[config.mk]
export PLATFORM = sky130hd
export DESIGN_NAME = m52_root_cell
export DESIGN_NICKNAME = d
export VERILOG_FILES = /design/src/m52_pkg.sv /design/src/m52_root_cell.sv
export SDC_FILE = /design/constraint.sdc
export NUM_CORES = 1
export LEC_CHECK = 0
export ABC_CLOCK_PERIOD_IN_PS = 1000
export BUFFER_PORTS_ARGS = -buffer_cell sky130_fd_sc_hd__clkbuf_2
export CORE_AREA = 4 4 145 147
export CTS_CLUSTER_SIZE = 12
export DETAILED_ROUTE_END_ITERATION = 16
export DIE_AREA = 0 0 149 151
export PLACE_DENSITY = 0.72
export SLEW_MARGIN = 20
export SYNTH_ARGS = -nofsm -noshare
export SYNTH_HDL_FRONTEND = slang
export SYNTH_SLANG_ARGS = --single-unit
export TNS_END_PERCENT = 100
[constraint.sdc]
create_clock -name clk -period 1 [get_ports clk]
set_clock_uncertainty 0.1 [all_clocks]
set_input_delay 0.2 -clock clk [delete_from_list [all_inputs] [get_ports clk]]
set_output_delay 0.2 -clock clk [all_outputs]
set_load 0.02 [all_outputs]
[src/m52_pkg.sv]
// ============================================================================
// m52_pkg
// Shared types, widths and exponential tables for the Matern 5/2 block.
// ============================================================================
package m52_pkg;

    localparam int unsigned NUM_FIELDS = 4;
    localparam int unsigned COORD_W    = 16;
    localparam int unsigned WEIGHT_W   = 16;
    localparam int unsigned SUM_W      = 52;
    localparam int unsigned Q_W        = 55;
    localparam int unsigned Q_LOW_W    = 32;
    localparam int unsigned ROOT_W     = 28;
    localparam int unsigned ROOT_STEPS = 27;
    localparam int unsigned REM_W      = 56;
    localparam int unsigned P16_W      = 23;
    localparam int unsigned CORR_W     = 16;
    localparam int unsigned IDX_W      = 2;

    localparam logic [IDX_W-1:0] REG_WEIGHT0 = 2'd0;
    localparam logic [IDX_W-1:0] REG_WEIGHT1 = 2'd1;
    localparam logic [IDX_W-1:0] REG_WEIGHT2 = 2'd2;
    localparam logic [IDX_W-1:0] REG_WEIGHT3 = 2'd3;

    typedef logic signed [COORD_W-1:0] coord_t;
    typedef logic [WEIGHT_W-1:0]       weight_t;
    typedef logic [REM_W-1:0]          rem_t;
    typedef logic [ROOT_W+25:0]        res_t;

    typedef struct packed {
        logic               valid;
        logic [Q_LOW_W-1:0] q;
        rem_t               rem;
        res_t               res;
    } root_cell_t;

    function automatic logic [32:0] intp_lookup(input logic [3:0] n);
        logic [32:0] v;
        begin
            case (n)
                4'd0:    v = 33'd4294967296;
                4'd1:    v = 33'd1580030169;
                4'd2:    v = 33'd581260616;
                4'd3:    v = 33'd213833830;
                4'd4:    v = 33'd78665070;
                4'd5:    v = 33'd28939260;
                4'd6:    v = 33'd10646159;
                4'd7:    v = 33'd3916503;
                4'd8:    v = 33'd1440801;
                4'd9:    v = 33'd530041;
                4'd10:   v = 33'd194991;
                4'd11:   v = 33'd71733;
                4'd12:   v = 33'd26389;
                4'd13:   v = 33'd9708;
                4'd14:   v = 33'd3571;
                default: v = 33'd1314;
            endcase
            return v;
        end
    endfunction

    function automatic logic [16:0] frac_lookup(input logic [5:0] j);
        logic [16:0] v;
        begin
            case (j)
                6'd0:  v = 17'd65536; 6'd1:  v = 17'd63520; 6'd2:  v = 17'd61565;
                6'd3:  v = 17'd59671; 6'd4:  v = 17'd57835; 6'd5:  v = 17'd56056;
                6'd6:  v = 17'd54331; 6'd7:  v = 17'd52660; 6'd8:  v = 17'd51039;
                6'd9:  v = 17'd49469; 6'd10: v = 17'd47947; 6'd11: v = 17'd46472;
                6'd12: v = 17'd45042; 6'd13: v = 17'd43656; 6'd14: v = 17'd42313;
                6'd15: v = 17'd41011; 6'd16: v = 17'd39750; 6'd17: v = 17'd38527;
                6'd18: v = 17'd37341; 6'd19: v = 17'd36192; 6'd20: v = 17'd35079;
                6'd21: v = 17'd34000; 6'd22: v = 17'd32954; 6'd23: v = 17'd31940;
                6'd24: v = 17'd30957; 6'd25: v = 17'd30005; 6'd26: v = 17'd29081;
                6'd27: v = 17'd28187; 6'd28: v = 17'd27319; 6'd29: v = 17'd26479;
                6'd30: v = 17'd25664; 6'd31: v = 17'd24875;
                default: v = 17'd24109;
            endcase
            return v;
        end
    endfunction

endpackage

[src/m52_root_cell.sv]
// ============================================================================
// m52_root_cell
// One step of the bitwise square root; registers the partial root each cycle.
// ============================================================================
module m52_root_cell
#(
    parameter int unsigned STEP = 0
)
(
    input  logic                clk,
    input  logic                rst_n,
    input  m52_pkg::root_cell_t cell_in,
    output m52_pkg::root_cell_t cell_out
);
    import m52_pkg::*;

    localparam int unsigned BIT_POS = 52 - 2 * STEP;

    res_t       bit_val;
    res_t       trial;
    root_cell_t cell_next;
    root_cell_t cell_reg;

    assign bit_val = res_t'(1) << BIT_POS;
    assign trial   = cell_in.res + bit_val;

    always_comb
    begin
        cell_next       = cell_in;
        if (cell_in.rem >= rem_t'(trial))
        begin
            cell_next.rem = cell_in.rem - rem_t'(trial);
            cell_next.res = (cell_in.res >> 1) + bit_val;
        end
        else
        begin
            cell_next.res = cell_in.res >> 1;
        end
    end

    always_ff @(posedge clk or negedge rst_n)
    begin
        if (!rst_n)
        begin
            cell_reg <= '0;
        end
        else
        begin
            cell_reg <= cell_next;
        end
    end

    assign cell_out = cell_reg;

endmodule
==> out/metrics.cfg <==
[status]
status=finished, violations left
violations=hold timing, setup timing

[min_path]
hold_start=cell_in[0]
worst_hold_path_type=in -> reg
worstHoldPathCells=3
min_to=cell_out[54]

[sta]
rsz0062_at_grt=yes
worst_slack_ns=-1.57
setup_violations=201
holdWs_ns=-0.00825
fmax_ghz=0.389
slew_headroom_pct=69.0
tightestPinTransition_ns=0.460
period_minus_slack_ns=2.57
finalCritPeriodShare_pct=257
final-max-slew-violation-count=0
hold_viol_final=1
fin_tns_setup_ns=-119.90

[clock_tree]
cts_sinks=143
cts-buffers-inserted=17
clockBufferDepth=2
cts_tree=built
root_buffer=clkbuf_16
htree_levels=4
clkTransAtPathRegs_ns=0.07

[synthesis]
ys_types=64
syn_area_um2=7770
yosysTopAreaCell=dfrtp_1
synth-main-ff-cell=dfrtp_1
ys_ff_latch=143
async_flop_share_pct=100
synth_edf_count=0
synth.top_cells.by_area=dfrtp_1, ha_1, o21ai_0, nand2_1, a21oi_1
synthCells=825
synth_commonest_cells=dfrtp_1, nand2_1, o21ai_0, inv_1, a21oi_1
syn_avg_cell_area_um2=9.42
synth.most_common_cell=dfrtp_1
synth_top_area_share_pct=46.0
synth_seq_area_share_pct=46.0
ys.warnings.count=0
syn_nets=1026

[placed_design]
placedCellCount=1585
place_congestion=0.903
dpl.hpwl_um=20100
io_buffers=287

[global_routing]
grt.total_usage_pct=25.5
grt_max_degree=44
antenna_found_initial=2
overflow=0
grt_pass1_vias=9269
grt_pass1_wl_um=45700

[final_layout]
syn2layout_area_growth_pct=99.4
largest_reg_flops=143
final_nets=1705
final_core_util_pct=77.9
drive_gt1_share_pct=49.2
stdcell_count=1789

[critical_path]
path_class=in -> reg
crit_path_max_fanout=6
endpoint_kind=flip-flop
critPathArrivalTime_ns=2.79
critPathLaunchType=input pin
cp.required_ns=1.22

[die]
ios=288
fp.coreArea_um2=19900
num_rows=52
die_y_um=151
start_util_pct=39.0
die_width_um=149
die_area_um2=22500

[drt]
routed_wl_um=36400
drtPass1Iterations=5
route.detailed.drc=0
num_vias=9577
post_drt_wl_per_cell_um=20.4
viasPerCell=5.35
dr.first_iter.drc_count=640
ant_nets=0

[pwr]
p_total_mw=22.3
leakage_nw=7.57
ir_drop_mv=1.38
powerDensity_nw_per_um2=1440

[flow_run]
drv_cap=0

cells in the final DEF (no fill, tap or decap), drive strengths merged, types with 5 or more instances in the layout:
cell / netlist / routed
a21o: 29 / 29
a21oi: 62 / 62
a31oi: 10 / 10
and2: 5 / 5
and3: 6 / 6
buf: 16 / 408
clkbuf: 19 / 171
dfrtp: 143 / 143
dlygate4sd3: 0 / 134
ha: 55 / 55
inv: 66 / 73
nand2: 99 / 99
nand2b: 7 / 7
nand3: 15 / 15
nand4: 12 / 12
nor2: 44 / 44
nor2b: 5 / 5
nor3: 12 / 12
o211ai: 6 / 6
o21ai: 91 / 91
o21bai: 9 / 9
or3: 5 / 5
xnor2: 31 / 31
xor2: 20 / 20
kinds of logic (layout without fill, tap and decap cells):
family / Yosys count / after routing / share of synthesized area, %
buf+inv: 101 / 793 / 5.18
other cells: 0 / 2 / 0
mux: 4 / 4 / 0.563
xor+xnor: 51 / 51 / 5.75
compound gates: 252 / 252 / 20.7
simple gates: 218 / 218 / 12.7
flops: 143 / 143 / 46.0
fa+ha+maj: 56 / 56 / 9.11
per-stage QoR:
stage	instance area, µm²	setup slack (ns)
after global routing	15500	-1.66
final	15500	-1.57
after floorplan	8110	-1.55
after CTS	13900	-1.45
after global placement	11500	-1.96
after detailed placement	11500	-2.03
cell type report:
class	instances	area [µm²]
antenna	2	5.00
sequential	143	3580
inverter	66	270
multi-input combinational	581	4610
tap	270	338
fill	1121	4410
timing repair buffer	695	6150
clock buffer	18	429
clock inverter	14	125
layer usage:
metal	vias up	share of wire (%)	GRT usage (%)
met3	169	7.7	5.39
li1	4246	-	-
met5	-	0	0
met2	556	51	46.2
met4	0	5.0	9.84
met1	4606	36	29.5
report_power, final:
group          switching [mW]  leakage [nW]  internal [mW]
clock                    3.03         0.260           3.27
combinational            4.43          5.63           4.66
sequential              0.427          1.67           6.49
worst max-delay path by stage:
stage	endpoint	slack, ns	depth (start not counted)	startpoint
floorplan	cell_out[104]	-1.55	13	cell_in[54]
global placement	cell_out[108]	-1.96	14	cell_in[54]
detailed placement	cell_out[108]	-2.03	14	cell_in[54]
CTS	cell_out[108]	-1.45	16	cell_in[54]
global route	cell_out[108]	-1.66	16	cell_in[54]
finish	cell_out[86]	-1.57	14	cell_in[9]
what timing repair did:
| item | in CTS | in global routing |
|---|---|---|
| pin swaps | 38 | 39 |
| hold endpoints to repair | 276 | 2 |
| setup buffers | 14 | 11 |
| resized for setup | 108 | 517 |
| setup endpoints to repair | 201 | 201 |
| cloned | 1 | 10 |
| hold buffers | 133 | 1 |
worst max-delay path, cell delays in order:
cell and delay (ns):
clkbuf_2 0.11, inv_2 0.05, ha_4 0.29, nand3_1 0.14, o211ai_1 0.34, buf_4 0.18, nand2b_1 0.07, o211a_1 0.18
a211o_1 0.30, o31a_1 0.27, o21ai_2 0.20, a31oi_1 0.13, xor2_1 0.22, o21ai_2 0.09
Power figures use the tool's default switching activity.
